===== config.mk =====
export PLATFORM = sky130hd
export DESIGN_NAME = oaht_ctrl
export DESIGN_NICKNAME = d
export VERILOG_FILES = /design/src/rtl/oaht_pkg.sv /design/src/rtl/oaht_modu.sv /design/src/rtl/oaht_ctrl.sv
export SDC_FILE = /design/constraint.sdc
export NUM_CORES = 1
export LEC_CHECK = 0
export BUFFER_PORTS_ARGS = -buffer_cell sky130_fd_sc_hd__buf_2
export CAP_MARGIN = 15
export CELL_PAD_IN_SITES_DETAIL_PLACEMENT = 1
export CELL_PAD_IN_SITES_GLOBAL_PLACEMENT = 1
export CORE_MARGIN = 1
export CORE_UTILIZATION = 45
export DETAILED_ROUTE_END_ITERATION = 8
export GPL_TIMING_DRIVEN = 0
export PLACE_DENSITY = 0.93
export RECOVER_POWER = 25
export SYNTH_ARGS = -nofsm -noshare
export SYNTH_HDL_FRONTEND = slang
export SYNTH_SLANG_ARGS = --single-unit

===== constraint.sdc =====
create_clock -name clk_i -period 10.8 [get_ports clk_i]
set_input_delay 0.54 -clock clk_i [delete_from_list [all_inputs] [get_ports clk_i]]
set_output_delay 0.54 -clock clk_i [all_outputs]
set_load 0.05 [all_outputs]

===== src/rtl/oaht_pkg.sv =====
`default_nettype none

package oaht_pkg;

  localparam int unsigned TABLE_SIZE_DEF = 128;

  localparam int unsigned KEY_W   = 32;
  localparam int unsigned PRICE_W = 32;
  localparam int unsigned TRIES_W = 8;
  localparam int unsigned SLOT_W  = 7;

  // commands
  localparam logic [2:0] CMD_INSERT     = 3'd0;
  localparam logic [2:0] CMD_SEARCH     = 3'd1;
  localparam logic [2:0] CMD_DELETE     = 3'd2;
  localparam logic [2:0] CMD_SET_PRICE  = 3'd3;
  localparam logic [2:0] CMD_CHANGE_KEY = 3'd4;

  // result status
  localparam logic [1:0] ST_DONE = 2'd0;
  localparam logic [1:0] ST_DUP  = 2'd1;
  localparam logic [1:0] ST_FULL = 2'd2;
  localparam logic [1:0] ST_MISS = 2'd3;

  // slot state
  localparam logic [1:0] SS_NEVER = 2'd0;
  localparam logic [1:0] SS_OCC   = 2'd1;
  localparam logic [1:0] SS_TOMB  = 2'd2;

  // probe modes; the unused code probes linearly
  localparam logic [1:0] MODE_LINEAR = 2'd0;
  localparam logic [1:0] MODE_QUAD   = 2'd1;
  localparam logic [1:0] MODE_EXP    = 2'd2;

  typedef enum logic [2:0] {
    S_CLEAR,
    S_IDLE,
    S_HASH,
    S_MINIT,
    S_MUL,
    S_ADDR,
    S_CHECK,
    S_RESULT
  } state_e;

  typedef struct packed {
    logic [KEY_W-1:0]   key;
    logic [PRICE_W-1:0] price;
    logic [TRIES_W-1:0] tries;
    logic [1:0]         state;
  } entry_t;

  typedef struct packed {
    logic [1:0]         status;
    logic [SLOT_W-1:0]  slot;
    logic [PRICE_W-1:0] price;
    logic [TRIES_W-1:0] tries;
  } res_t;

  // controls of the modular add unit: double a, add carry
  typedef struct packed {
    logic dbl;
    logic cin;
  } modu_ctl_t;

endpackage

`default_nettype wire


===== src/rtl/oaht_modu.sv =====
`default_nettype none

// Modular adder: r = ((dbl ? 2a : a) + b + cin) mod TABLE_SIZE, for a, b below TABLE_SIZE.
module oaht_modu import oaht_pkg::*; #(
  parameter int unsigned TABLE_SIZE = TABLE_SIZE_DEF
) (
  input  wire logic [$clog2(TABLE_SIZE)-1:0] a_i,
  input  wire logic [$clog2(TABLE_SIZE)-1:0] b_i,
  input  wire modu_ctl_t                     ctl_i,
  output logic      [$clog2(TABLE_SIZE)-1:0] r_o
);

  localparam int unsigned AW = $clog2(TABLE_SIZE);
  localparam logic [AW+1:0] SIZE_W = (AW+2)'(TABLE_SIZE);

  logic [AW+1:0] a_ext;
  logic [AW+1:0] sum;
  logic [AW+1:0] red1;
  logic [AW+1:0] red2;

  always_comb begin
    a_ext = ctl_i.dbl ? {1'b0, a_i, 1'b0} : {2'b00, a_i};
    // sum stays below three times the size: two subtracts suffice
    sum   = a_ext + {2'b00, b_i} + {{(AW+1){1'b0}}, ctl_i.cin};
    red1  = (sum >= SIZE_W) ? sum - SIZE_W : sum;
    red2  = (red1 >= SIZE_W) ? red1 - SIZE_W : red1;
    r_o   = red2[AW-1:0];
  end

endmodule

`default_nettype wire


===== src/rtl/oaht_ctrl.sv =====
`default_nettype none

module oaht_ctrl import oaht_pkg::*; #(
  parameter int unsigned TABLE_SIZE = TABLE_SIZE_DEF
) (
  input  wire logic                          clk_i,
  input  wire logic                          rst_ni,
  input  wire logic [1:0]                    mode_i,
  input  wire logic                          in_valid_i,
  output logic                               in_stall_o,
  input  wire logic [2:0]                    cmd_i,
  input  wire logic [KEY_W-1:0]              key_i,
  input  wire logic [PRICE_W-1:0]            price_i,
  input  wire logic [KEY_W-1:0]              new_key_i,
  output logic                               res_valid_o,
  input  wire logic                          res_take_i,
  output res_t                               res_o,
  output logic                               mem_we_o,
  output logic      [$clog2(TABLE_SIZE)-1:0] mem_waddr_o,
  output entry_t                             mem_wdata_o,
  output logic      [$clog2(TABLE_SIZE)-1:0] mem_raddr_o,
  input  wire entry_t                        mem_rdata_i
);

  localparam int unsigned AW = $clog2(TABLE_SIZE);
  localparam int unsigned IW = $clog2(TABLE_SIZE + 1);
  localparam bit IS_POW2 = ((TABLE_SIZE & (TABLE_SIZE - 1)) == 0);
  localparam logic [5:0]    HASH_CNT = 6'(KEY_W - 1);
  localparam logic [5:0]    MUL_CNT  = 6'(AW - 1);
  localparam logic [AW-1:0] PW_INIT  = AW'(2 % TABLE_SIZE);
  localparam logic [AW-1:0] PW_ONE   = AW'(1);
  localparam logic [AW-1:0] LAST_ROW = AW'(TABLE_SIZE - 1);
  localparam logic [IW-1:0] I_LAST   = IW'(TABLE_SIZE);
  localparam logic [IW-1:0] I_WRAP   = IW'(TABLE_SIZE - 1);

  state_e state_q, state_d;

  logic [2:0]         cmd_q, cmd_d;
  logic [KEY_W-1:0]   wkey_q, wkey_d;
  logic [KEY_W-1:0]   nkey_q, nkey_d;
  logic [PRICE_W-1:0] wprice_q, wprice_d;
  logic               ins_q, ins_d;
  logic [AW-1:0]      h_q, h_d;
  logic [KEY_W-1:0]   sh_q, sh_d;
  logic [5:0]         cnt_q, cnt_d;
  logic [IW-1:0]      i_q, i_d;
  logic [AW-1:0]      sq_q, sq_d;
  logic [AW-1:0]      pw_q, pw_d;
  logic [AW-1:0]      m_q, m_d;
  logic [AW-1:0]      mr_q, mr_d;
  logic [AW-1:0]      idx_q, idx_d;
  logic [AW-1:0]      clr_q, clr_d;
  res_t               res_q, res_d;

  logic [AW-1:0]  u_a;
  logic [AW-1:0]  u_b;
  modu_ctl_t      u_ctl;
  logic [AW-1:0]  u_r;

  logic [AW-1:0]  s_val;
  logic [AW-1:0]  step;
  logic           bad_cmd;
  logic           stop;
  logic           last;
  logic           found;
  logic           rewalk;
  logic [IW+7:0]  i_wide;
  logic [7:0]     tries_sat;
  logic [AW+6:0]  slot_wide;
  logic [6:0]     slot_v;
  state_e         walk_first;

  oaht_modu #(.TABLE_SIZE(TABLE_SIZE)) u_modu (
    .a_i   (u_a),
    .b_i   (u_b),
    .ctl_i (u_ctl),
    .r_o   (u_r)
  );

  assign s_val   = AW'(i_q - IW'(1));
  assign step    = (mode_i == MODE_QUAD) ? sq_q :
                   (mode_i == MODE_EXP)  ? mr_q : s_val;
  assign bad_cmd = (key_i == '0) || (cmd_i > CMD_CHANGE_KEY) ||
                   ((cmd_i == CMD_CHANGE_KEY) && (new_key_i == '0));
  assign found   = (mem_rdata_i.key == wkey_q);
  assign stop    = ins_q ? (found || (mem_rdata_i.key == '0))
                         : (found || (mem_rdata_i.state == SS_NEVER));
  assign last    = (i_q == I_LAST);
  assign rewalk  = !ins_q && found && (cmd_q == CMD_CHANGE_KEY);
  assign i_wide    = {8'b0, i_q};
  assign tries_sat = (i_wide > (IW+8)'(255)) ? 8'hFF : i_wide[7:0];
  assign slot_wide = {7'b0, idx_q};
  assign slot_v    = slot_wide[6:0];
  assign walk_first = (mode_i == MODE_EXP) ? S_MINIT : S_ADDR;

  // next state
  always_comb begin
    state_d = state_q;
    unique case (state_q)
      S_CLEAR: begin
        if (clr_q == LAST_ROW) state_d = S_IDLE;
      end
      S_IDLE: begin
        if (in_valid_i) state_d = bad_cmd ? S_RESULT : S_HASH;
      end
      S_HASH: begin
        if (IS_POW2 || (cnt_q == '0)) state_d = walk_first;
      end
      S_MINIT: state_d = S_MUL;
      S_MUL: begin
        if (cnt_q == '0) state_d = S_ADDR;
      end
      S_ADDR: state_d = S_CHECK;
      S_CHECK: begin
        if (stop || last) begin
          state_d = rewalk ? S_HASH : S_RESULT;
        end else begin
          state_d = walk_first;
        end
      end
      S_RESULT: begin
        if (res_take_i) state_d = S_IDLE;
      end
      default: state_d = S_IDLE;
    endcase
  end

  // datapath and outputs
  always_comb begin
    cmd_d    = cmd_q;
    wkey_d   = wkey_q;
    nkey_d   = nkey_q;
    wprice_d = wprice_q;
    ins_d    = ins_q;
    h_d      = h_q;
    sh_d     = sh_q;
    cnt_d    = cnt_q;
    i_d      = i_q;
    sq_d     = sq_q;
    pw_d     = pw_q;
    m_d      = m_q;
    mr_d     = mr_q;
    idx_d    = idx_q;
    clr_d    = clr_q;
    res_d    = res_q;
    u_a      = '0;
    u_b      = '0;
    u_ctl    = '0;
    mem_we_o    = 1'b0;
    mem_waddr_o = idx_q;
    mem_wdata_o = '0;
    in_stall_o  = (state_q != S_IDLE);
    res_valid_o = (state_q == S_RESULT);

    unique case (state_q)
      S_CLEAR: begin
        mem_we_o    = 1'b1;
        mem_waddr_o = clr_q;
        clr_d       = clr_q + AW'(1);
      end
      S_IDLE: begin
        if (in_valid_i) begin
          cmd_d    = cmd_i;
          wkey_d   = key_i;
          nkey_d   = new_key_i;
          wprice_d = price_i;
          ins_d    = (cmd_i == CMD_INSERT);
          res_d    = '{status: ST_MISS, default: '0};
          // start of a walk
          i_d      = IW'(1);
          sq_d     = '0;
          pw_d     = PW_INIT;
          h_d      = '0;
          sh_d     = key_i;
          cnt_d    = HASH_CNT;
        end
      end
      S_HASH: begin
        if (IS_POW2) begin
          h_d = wkey_q[AW-1:0];
        end else begin
          // Horner step of key mod size, one key bit a cycle
          u_a       = h_q;
          u_ctl.dbl = 1'b1;
          u_ctl.cin = sh_q[KEY_W-1];
          h_d       = u_r;
          sh_d      = sh_q << 1;
          cnt_d     = cnt_q - 6'd1;
        end
      end
      S_MINIT: begin
        u_a       = pw_q;
        u_ctl.cin = 1'b1;
        m_d       = u_r;
        mr_d      = '0;
        sh_d      = KEY_W'(s_val) << (KEY_W - AW);
        cnt_d     = MUL_CNT;
      end
      S_MUL: begin
        // shift-add multiply mod size, one bit of the probe offset a cycle
        u_a       = mr_q;
        u_b       = sh_q[KEY_W-1] ? m_q : '0;
        u_ctl.dbl = 1'b1;
        mr_d      = u_r;
        sh_d      = sh_q << 1;
        cnt_d     = cnt_q - 6'd1;
      end
      S_ADDR: begin
        u_a   = h_q;
        u_b   = step;
        idx_d = u_r;
      end
      S_CHECK: begin
        if (stop || last) begin
          if (ins_q) begin
            if (found) begin
              res_d = '{status: ST_DUP, slot: slot_v, price: mem_rdata_i.price,
                        tries: mem_rdata_i.tries};
            end else if (mem_rdata_i.key != '0) begin
              res_d = '{status: ST_FULL, default: '0};
            end else begin
              mem_we_o    = 1'b1;
              mem_wdata_o = '{key: wkey_q, price: wprice_q, tries: tries_sat,
                              state: SS_OCC};
              res_d = '{status: ST_DONE, slot: slot_v, price: wprice_q,
                        tries: tries_sat};
            end
          end else if (!found) begin
            res_d = '{status: ST_MISS, default: '0};
          end else begin
            res_d = '{status: ST_DONE, slot: slot_v, price: mem_rdata_i.price,
                      tries: mem_rdata_i.tries};
            case (cmd_q)
              CMD_SEARCH: ;
              CMD_DELETE: begin
                mem_we_o    = 1'b1;
                mem_wdata_o = '{state: SS_TOMB, default: '0};
              end
              CMD_SET_PRICE: begin
                mem_we_o    = 1'b1;
                mem_wdata_o = mem_rdata_i;
                mem_wdata_o.price = wprice_q;
                res_d.price = wprice_q;
              end
              CMD_CHANGE_KEY: begin
                // drop the old entry, then insert the new key with the old price
                mem_we_o    = 1'b1;
                mem_wdata_o = '{state: SS_TOMB, default: '0};
                wprice_d    = mem_rdata_i.price;
                wkey_d      = nkey_q;
                ins_d       = 1'b1;
                i_d         = IW'(1);
                sq_d        = '0;
                pw_d        = PW_INIT;
                h_d         = '0;
                sh_d        = nkey_q;
                cnt_d       = HASH_CNT;
              end
              default: res_d = '{status: ST_MISS, default: '0};
            endcase
          end
        end else begin
          // advance to the next probe
          i_d = i_q + IW'(1);
          if (mode_i == MODE_QUAD) begin
            u_a       = s_val;
            u_b       = sq_q;
            u_ctl.dbl = 1'b1;
            u_ctl.cin = 1'b1;
            sq_d      = u_r;
          end else if (mode_i == MODE_EXP) begin
            u_a       = pw_q;
            u_ctl.dbl = 1'b1;
            pw_d      = (i_q == I_WRAP) ? PW_ONE : u_r;
          end
        end
      end
      S_RESULT: ;
      default: ;
    endcase
  end

  assign mem_raddr_o = u_r;
  assign res_o       = res_q;

  always_ff @(posedge clk_i or negedge rst_ni) begin
    if (!rst_ni) begin
      state_q <= S_CLEAR;
      clr_q   <= '0;
    end else begin
      state_q <= state_d;
      clr_q   <= clr_d;
    end
  end

  always_ff @(posedge clk_i) begin
    cmd_q    <= cmd_d;
    wkey_q   <= wkey_d;
    nkey_q   <= nkey_d;
    wprice_q <= wprice_d;
    ins_q    <= ins_d;
    h_q      <= h_d;
    sh_q     <= sh_d;
    cnt_q    <= cnt_d;
    i_q      <= i_d;
    sq_q     <= sq_d;
    pw_q     <= pw_d;
    m_q      <= m_d;
    mr_q     <= mr_d;
    idx_q    <= idx_d;
    res_q    <= res_d;
  end

endmodule

`default_nettype wire


After elaboration in Yosys (flattened, before gate mapping)
Index checks and enable logic that the tools add are counted.
- register bits after elaboration: 247
- input bits: 179
- output and inout bits: 140
- word-level logic and storage cells: 204
- $add $sub $neg: 8
- order comparisons: 4
- equality and inequality tests: 33
- muxes and demuxes: 105
- reductions and logical operators: 34
- operator list (operator ; number):
    $mux W74 ; 6
    $mux W32 ; 10
    $mux W49 ; 6
    $pmux W32 S2 ; 3
    $mux W7 ; 25
    $pmux W74 S2 ; 1
    $pmux W32 S4 ; 1
    $pmux W49 S2 ; 1
    $logic_not A32 Y1 ; 3
    $mux W8 ; 8
    $pmux W7 S2 ; 3
    $pmux W7 S3 ; 2
    $eq A32 B32 Y1 ; 1
    $reduce_bool A32 Y1 ; 1
    $mux W6 ; 5
    $pmux W7 S4 ; 1
    $mux W3 ; 8
    $pmux W3 S8 ; 1
    $pmux W6 S4 ; 1
    $reduce_and A6 Y1 ; 4
    $eq A3 B3 Y1 const B ; 6
    $ge A9 B8 Y1 const B ; 2
    $mux W9 ; 2
    $ne A3 B3 Y1 const B ; 6
    other kinds (40) ; 77

Longest topological paths before layout
Gate-level depths: netlist (run 1).
- depth after elaboration: 18
- depth in mapped cells: 21

Modules after synthesis
A second synthesis (run 1) with hierarchy kept.
- cells, all modules: 1220
- area total of the unflattened synthesis: 13088.8 sq um
- modules (own cells, without submodules) (module ; times used ; cells an instance ; area each (sq um) ; seq. area each (sq um)):
    oaht_ctrl ; 1 ; 1180 ; 12747.2 ; 7367.1
    oaht_modu ; 1 ; 40 ; 341.6 ; 0.0

Least setup slack after synthesis (run 1)
No wires, ideal clock.
- path type: input to register
- from: input mem_rdata_i[43] in the netlist's numbering
- to: register wkey_q[0] (enable)
- setup time: 514 ps
- arrival time: 5036 ps
- required time: 10286 ps
- path slack: 5250 ps
- stages on the path: 8
- path through: xor2_1 nor4_1 nand4_1 or2_1 buf_2 nand2b_1 o21ai_1 a22oi_1
- cells in the longest elaborated chain, start to end: 6
- RTL lines (what ; RTL line ; RTL):
    start, declared ; oaht_ctrl.sv:22 ; input wire entry_t mem_rdata_i
    $eq A32 B32 Y1 / $logic_not A32 Y1 (equally long branches) ; oaht_ctrl.sv:85, oaht_ctrl.sv:86 ;
    $logic_or A1 B1 Y1, on equally long branches ; oaht_ctrl.sv:87, oaht_ctrl.sv:86 ;
    $mux W1 ; oaht_ctrl.sv:86 ; assign stop = ins_q ? (found || (mem_rdata_i.key == '0))
    $logic_or A1 B1 Y1 ; oaht_ctrl.sv:214 ; if (stop || last) begin
    $ne A2 B2 Y1 (no source line) ; n/a ;
    $reduce_and A6 Y1 (no source line) * ; n/a ;
    end signal, assigned ; oaht_ctrl.sv:298 ; wkey_q <= wkey_d;
    end, declared ; oaht_ctrl.sv:39 ; logic [KEY_W-1:0] wkey_q, wkey_d;
Every way passes the cells marked *; elsewhere a longest branch is shown, timed or not.
A chain may end at the register's enable or synchronous reset.

Worst setup path after layout (run 1)
- from: register i_q[0]
- to: output mem_raddr_o[6]
- cells in the longest elaborated chain, start to end: 11
- RTL lines (what ; RTL line ; RTL):
    start, declared ; oaht_ctrl.sv:46 ; logic [IW-1:0] i_q, i_d;
    start signal, assigned ; oaht_ctrl.sv:305 ; i_q <= i_d;
    $sub A7 B1 Y7 * ; oaht_ctrl.sv:80 ; assign s_val = AW'(i_q - IW'(1));
    via s_val[0] ; oaht_ctrl.sv:60 ; logic [AW-1:0] s_val;
    $mux W7 ; oaht_ctrl.sv:265 ; if (mode_i == MODE_QUAD) begin
    $mux W7 ; oaht_ctrl.sv:214 ;
    $pmux W7 S4 ; oaht_ctrl.sv:155 ; unique case (state_q)
    $mux W8 ; oaht_modu.sv:22 ; a_ext = ctl_i.dbl ? {1'b0, a_i, 1'b0} : {2'b00, a_i};
    $add A9 B7 Y9 * ; oaht_modu.sv:24 ; sum = a_ext + {2'b00, b_i} + {{(AW+1){1'b0}}, ctl_i.cin};
    $add A9 B1 Y9 * ; oaht_modu.sv:24 ;
    $sub A9 B8 Y9 / $ge A9 B8 Y1 (equally long branches) ; oaht_modu.sv:25 ; red1 = (sum >= SIZE_W) ? sum - SIZE_W : sum;
    $mux W9 * ; oaht_modu.sv:25 ;
    $ge A9 B8 Y1 / $sub A7 B1 Y7 (equally long branches) ; oaht_modu.sv:26 ; red2 = (red1 >= SIZE_W) ? red1 - SIZE_W : red1;
    $mux W7 * ; oaht_modu.sv:26 ;
    end, declared ; oaht_ctrl.sv:21 ; output logic [$clog2(TABLE_SIZE)-1:0] mem_raddr_o,
The timed path passes the listed nets; every way through them passes the cells marked *.

==> results.json, run 1 <==
{
  "status": "completed",
  "viasPerCell": 6.23,
  "critPathTopFamily": "buffers and inverters",
  "drt-initial-drc-count": 1308,
  "synth_seq_cells": 247,
  "r2r-start": "i_q[0]",
  "ir_drop_mv": 0.173,
  "critPathKind": "flip-flop to output pin",
  "post-route-period-util_pct": 58.3,
  "syn2layout_area_growth_pct": 23.8,
  "ctsResizeCount": 0,
  "leakage_nw": 6.22,
  "cpMostUsedCell": "inv_1",
  "place_inst": 1937,
  "ios": 319,
  "path_buf_inv": 8,
  "cts.hold.buffers_added": 1,
  "synth_ff_type": "edfxtp_1",
  "hold_path.class": "input pin to flip-flop",
  "powerDensity_nw_per_um2": 265,
  "worst_path_max_delay_cell": "clkbuf_1",
  "htree_levels": 1,
  "hold_viol": 0,
  "rsz0062_at_grt": "false",
  "cp.required_ns": 10.26,
  "antenna_found_initial": 4,
  "initial_core_util_pct": 46.0,
  "ant_nets": 0,
  "finalWorstPathRequiredPeriod_ns": 6.30,
  "hold_depth": 1,
  "yosys.area.top_type_share_pct": 55.2,
  "synth_most_common_cell": "nand2_1",
  "nets": 1784,
  "async_flop_share_pct": 4.05,
  "clock_skew_ns": 0.0223,
  "cp.arrival_ns": 5.76,
  "post-cts-setup-buffers": 0,
  "clk_latency_ns": 0.56,
  "avgSynthCellArea_sq_um": 10.4,
  "rows": 61,
  "tns_ns": 0,
  "relSlewSlack_pct": 24.8,
  "cts_root_buf": "clkbuf_16",
  "overflow": 0,
  "hold_path_end": "nkey_q[7]",
  "num_vias": 12500,
  "synth_enable_flop_cells": 237,
  "clock_path_buffers": 3,
  "multi_input_area_sq_um": 5030,
  "clock-sinks": 247,
  "yosys.area.top_type": "edfxtp_1",
  "fin_cells": 1999,
  "gp_congestion": 0.980,
  "max_stage_delay_ns": 0.47,
  "tightestPinTransition_ns": 1.12,
  "grt_pass1_wl_mm": 77.3,
  "drv_slew": 0,
  "r2r.worst_path.cells": 19,
  "path_max_fanout": 10,
  "startpoint": "i_q[0]",
  "die_w_um": 171,
  "grt_pass1_vias": 13000,
  "core_area_sq_um": 28000,
  "netlist_area_sq_um": 12900,
  "worstSetupStartpointType": "flip-flop",
  "synthCells": 1234,
  "cp-end-kind": "output pin",
  "clock.fmax_mhz": 159,
  "io_buffers": 318,
  "netlist_top_cells_area": "edfxtp_1 (55%), nand2_1 (6.9%), xor2_1 (3.1%)",
  "fillers": 3180,
  "drt_first_pass_iters": 5,
  "synth.distinct_cells": 60,
  "r2r_slack_ns": 5.67,
  "synthTopCellsByCount": "nand2_1 (238), edfxtp_1 (237), nor2_1 (105), o21ai_0 (77), clkbuf_1 (63)",
  "path_clk_slew_ns": 0.06,
  "drt-wirelength-per-cell_um": 26.4,
  "maxCapViolCount": 0,
  "setup_viol": 0,
  "regArea_sq_um": 7370,
  "routed_wl_mm": 52.8,
  "drc_errors": 0,
  "ys_warn_count": 0,
  "dp_hpwl_mm": 38.3,
  "cts_tree": "built",
  "dieArea_sq_um": 29300,
  "final_layout_size_suffix_gt1_share_pct": 20.5,
  "ys_seq_area_share_pct": 57.1,
  "worstHoldStart": "new_key_i[7]",
  "gr-usage-all-layers_pct": 35.3,
  "cp_cell_sequence": "clkbuf_1 > inv_1 > ha_1 > nand3b_1 > o32ai_1 > a211o_1 > nand2b_1 > buf_2 > o21ai_1 > buf_4 > nor2_1 > fa_1 > inv_1 > fa_1 > inv_1 > a21oi_1 > o21bai_1 > a21o_1 > a21oi_1 > xor3_1 > inv_1 > buf_2",
  "numCtsBuffers": 29,
  "timing.rr.end": "idx_q[5]",
  "synth_fp_nets": 1426,
  "die_y_um": 171,
  "grt_max_degree": 29
}
## through the flow
step	area (sq um)	util, %	setup slack (ns)	hold WS [ns]	power (mW)
floorplan	12900	-	5.25	0.244	2.62
global placement	15000	53.4	2.87	0.437	3.10
detailed placement	15100	53.9	5.00	0.449	3.20
CTS	16000	57.3	4.65	0.167	4.19
global route	15900	56.9	4.21	0.173	4.36
finish	16000	57.0	4.50	0.175	4.23
## how the worst max path moves through the flow
stage | end | cells past startpoint
6_report | mem_raddr_o[6] | 22
5_1_grt | mem_raddr_o[6] | 22
4_1_cts | mem_raddr_o[6] | 20
3_5_place_dp | mem_raddr_o[6] | 21
3_3_place_gp | wkey_q[12] | 8
2_1_floorplan | wkey_q[0] | 8
## flip-flops by register name (all words and copies together) (netlist names), 3 cells and up
register,flops
mr_q,7
sq_q,7
m_q,7
idx_q,7
cnt_q,6
i_q,8
cmd_q,3
clr_q,7
sh_q,32
wkey_q,32
res_o,49
nkey_q,32
state_q,3
pw_q,7
h_q,7
wprice_q,32
## kinds of logic (layout without fill, tap and decap cells)
kind of cell / Yosys count / count (layout) / synth area share, %
other: 0 / 7 / 0
DFF: 247 / 247 / 57.1
buffers and inverters: 117 / 497 / 3.96
and+or+nand+nor: 492 / 492 / 17.1
adders and majority gates: 13 / 13 / 1.38
muxes: 27 / 27 / 2.18
xor gates and xnor gates: 60 / 60 / 4.19
AOI/OAI and AO/OA: 278 / 278 / 14.1
## where the power goes
part / switching [mW] / internal (mW)
registers: 0.146 / 1.43
logic: 1.25 / 0.433
clock network: 0.413 / 0.562
total: 1.81 / 2.42
## metal layers
layer	part of all wire, %	vias up	wire length (um)	GRT usage, %
li1	-	5219	-	-
met1	36	6094	19000	42.3
met2	48	900	25300	59.0
met3	9.7	246	5100	7.09
met4	6.3	2	3330	20.4
met5	0.021	-	11	0
## cell usage in the layout, fill, tap and decap left out, types with 9 or more instances in the layout
master / count
buf_2: 252
nand2_1: 237
edfxtp_1: 237
clkbuf_1: 147
nor2_1: 106
o21ai_0: 75
a21oi_1: 56
xor2_1: 46
and2_1: 44
a22oi_1: 41
nor4_1: 32
a32o_1: 32
clkbuf_16: 29
inv_1: 28
o22ai_1: 26
mux2i_1: 18
nor3_1: 16
xnor2_1: 13
nand3_1: 12
nand4_1: 11
ha_1: 11
dfrtp_1: 10
mux2_2: 9
## cell type report
class | instances | share of cell area (%)
plain buffers | 88 | 2.51
diodes | 7 | 0.110
clock inverters | 20 | 1.13
multi-input cells | 870 | 31.5
inverters | 29 | 0.682
well taps | 378 | 2.96
repair buffers | 327 | 10.3
flip-flops and latches | 247 | 46.2
clock buffers | 33 | 4.64
No activity file was read; power rests on OpenSTA's default activity.
==> inputs of run 2 (changes only) <==
- CORE_UTILIZATION: 45 -> 37
- PLACE_DENSITY: 0.93 -> 0.82
- clock period: 10.8 -> 5.6 ns (I/O delays scaled with it)
==> run 2 against run 1 <==
Effect of this change: largest power group unchanged; total power rose by 95%; sequential cell count is the same; via count down 1.7%; largest cell class unchanged; critical path depth did not move; cell area up 5.2%; cell count rose by 7.0%; hold slack got worse by 0.16 ns; critical endpoint unchanged; highest routed layer is now met4; count of clock-buffer cells in the layout rose by 1; first-iteration DRC count shrank 16%.
==> results.json, run 2 (same netlist as run 1, synthesis figures left out) <==
{
  "drt-initial-drc-count": 1100,
  "leakage_nw": 6.51,
  "switching_power_mw": 3.46,
  "ios": 319,
  "cpMostUsedCell": "inv_1",
  "dp_hpwl_mm": 36.9,
  "clk_latency_ns": 0.57,
  "largest_reg_flops": 49,
  "status": "completed",
  "cp_cell_sequence": "buf_4 > inv_1 > ha_1 > nand3b_1 > o32ai_1 > a211o_1 > nand2b_1 > clkbuf_4 > o21ai_4 > buf_6 > nor2_1 > fa_1 > inv_1 > fa_1 > inv_1 > a21oi_1 > o21bai_1 > a21o_1 > a21oi_1 > xor3_2 > inv_1 > buf_6",
  "die_y_um": 189,
  "ant_nets": 0,
  "syn2layout_area_growth_pct": 30.2,
  "final_cell_mix": "buf_2 (244), nand2_1 (237), edfxtp_1 (237)",
  "final_layout_size_suffix_gt1_share_pct": 20.0,
  "dieArea_sq_um": 35600,
  "drc_errors": 0,
  "post-route-period-util_pct": 95.6,
  "cp.required_ns": 5.32,
  "cp-end-kind": "output pin",
  "p_seq_share_pct": 36.4,
  "core_area_sq_um": 34500,
  "gp_congestion": 0.908,
  "cts_tree": "built",
  "drv_slew": 0,
  "numCtsBuffers": 29,
  "finalWorstSetupSlack_ns": 0.245,
  "power.share.clock_pct": 23.5,
  "grt_pass1_wl_mm": 75.3,
  "hold_path.class": "input pin to flip-flop",
  "path_buf_inv": 8,
  "sw_frac_of_total_pct": 41.9,
  "internal-power_mw": 4.79,
  "clock-sinks": 247,
  "io_buffers": 318,
  "place_worst_setup_slack_ns": 0.218,
  "finalWorstPathRequiredPeriod_ns": 5.36,
  "powerDensity_nw_per_um2": 491,
  "viasPerCell": 5.72,
  "grt_max_degree": 37,
  "gr-usage-all-layers_pct": 27.7,
  "relSlewSlack_pct": 37.0,
  "grt_pass1_vias": 12700,
  "rows": 68,
  "layout_commonest_cell": "buf_2",
  "final_core_util_pct": 48.7,
  "path_max_fanout": 10,
  "worstSetupStartpointType": "flip-flop",
  "tightestPinTransition_ns": 0.939,
  "setup_viol": 0,
  "max_stage_delay_ns": 0.41,
  "path_clk_slew_ns": 0.06,
  "die_w_um": 189,
  "clock_path_buffers": 3,
  "routed_wl_mm": 50.9,
  "num_vias": 12200,
  "drt_first_pass_iters": 5,
  "cts_root_buf": "clkbuf_16",
  "clock_skew_ns": 0.0183,
  "antenna_found_initial": 0,
  "tns_ns": 0,
  "cp.arrival_ns": 5.08,
  "critPathTopFamily": "compound AO/OA/AOI/OAI gates",
  "drt-wirelength-per-cell_um": 23.8,
  "critPathKind": "flip-flop to output pin",
  "power_frac_comb_pct": 40.1,
  "maxCapViolCount": 0,
  "hold_viol": 0,
  "overflow": 0,
  "clock.fmax_mhz": 187,
  "nets": 1852,
  "rsz0062_at_grt": "false",
  "worst_path_max_delay_cell": "fa_1",
  "ir_drop_mv": 0.308,
  "htree_levels": 1,
  "initial_core_util_pct": 37.4
}
-- run 2: cell types whose count changed in the layout (fill, tap and decap cells not counted), moves of 2 or more --
cell,before,now
buf_2,252,244
nor4_2,0,2
buf_6,5,7
inv_1,28,26
nor4_1,32,30
diode_2,7,1
clkbuf_4,0,2
clkbuf_1,147,152
buf_4,5,8
dlygate4sd3_1,1,66
-- run 2: power groups by stage --
stage               registers [mW]  logic (mW)  clock network (mW)
global placement              3.05        2.97                   0
detailed placement            3.01        3.16                   0
CTS                           2.98        3.25                1.94
floorplan                     3.14        1.91                   0
global route                  3.03        3.49                2.00
finish                        3.00        3.31                1.94
-- run 2: what timing repair did --
item | CTS | global route
hold endpoints to repair | 66 | 0
hold buffers | 66 | 0
setup buffers | 0 | 4
pin swaps | 0 | 2
endpoints found under the setup margin | 2 | 2
gates resized for setup | 6 | 10
-- run 2: layout make-up --
cell class                 instances  area [sq um]
clock buffer                      34           744
timing repair buffer             396          2310
inverter                          29           113
fill                            3959         17700
sequential                       247          7370
tap                              455           569
clock inverter                    20           201
multi-input combinational        870          5070
buffer                            87           410
antenna                            1          2.50
-- run 2: routing by layer --
| metal | global-route usage (%) | vias to the layer above | wire length (um) |
|---|---|---|---|
| met3 | 4.64 | 156 | 3920 |
| met1 | 34.7 | 6019 | 20000 |
| met4 | 12.2 | 0 | 2200 |
| met2 | 47.0 | 720 | 24800 |
| li1 | - | 5350 | - |
| met5 | 0 | - | 0 |
-- run 2: per-stage QoR --
stage	std cells	power, mW	area [sq um]	hold WS, ns
floorplan	1234	5.04	12900	-0.0156
global placement	2007	6.02	15100	0.181
detailed placement	2014	6.17	15200	0.184
CTS	2133	8.17	16800	0.00130
global route	2138	8.52	16800	0.0136
finish	2139	8.24	16800	0.0135
-- run 2: worst paths after layout --
kind                            cells past startpoint  slack (ns)         from              to
min in group asynchronous                           2        0.31       rst_ni      state_q[1]
worst min-delay path                                3        0.01  price_i[15]    wprice_q[15]
worst max register to register                     19        1.06       i_q[0]          m_q[5]
worst max-delay path                               22        0.24       i_q[0]  mem_raddr_o[6]
worst min register to register                      1        0.49     clr_q[6]        clr_q[6]
max in group asynchronous                           2        4.81       rst_ni        clr_q[3]
-- run 2: worst min-delay path: cells and delay by family --
family	cells	cell delay (ns)
and+or+nand+nor	2	0.10
buffers and inverters	1	0.07
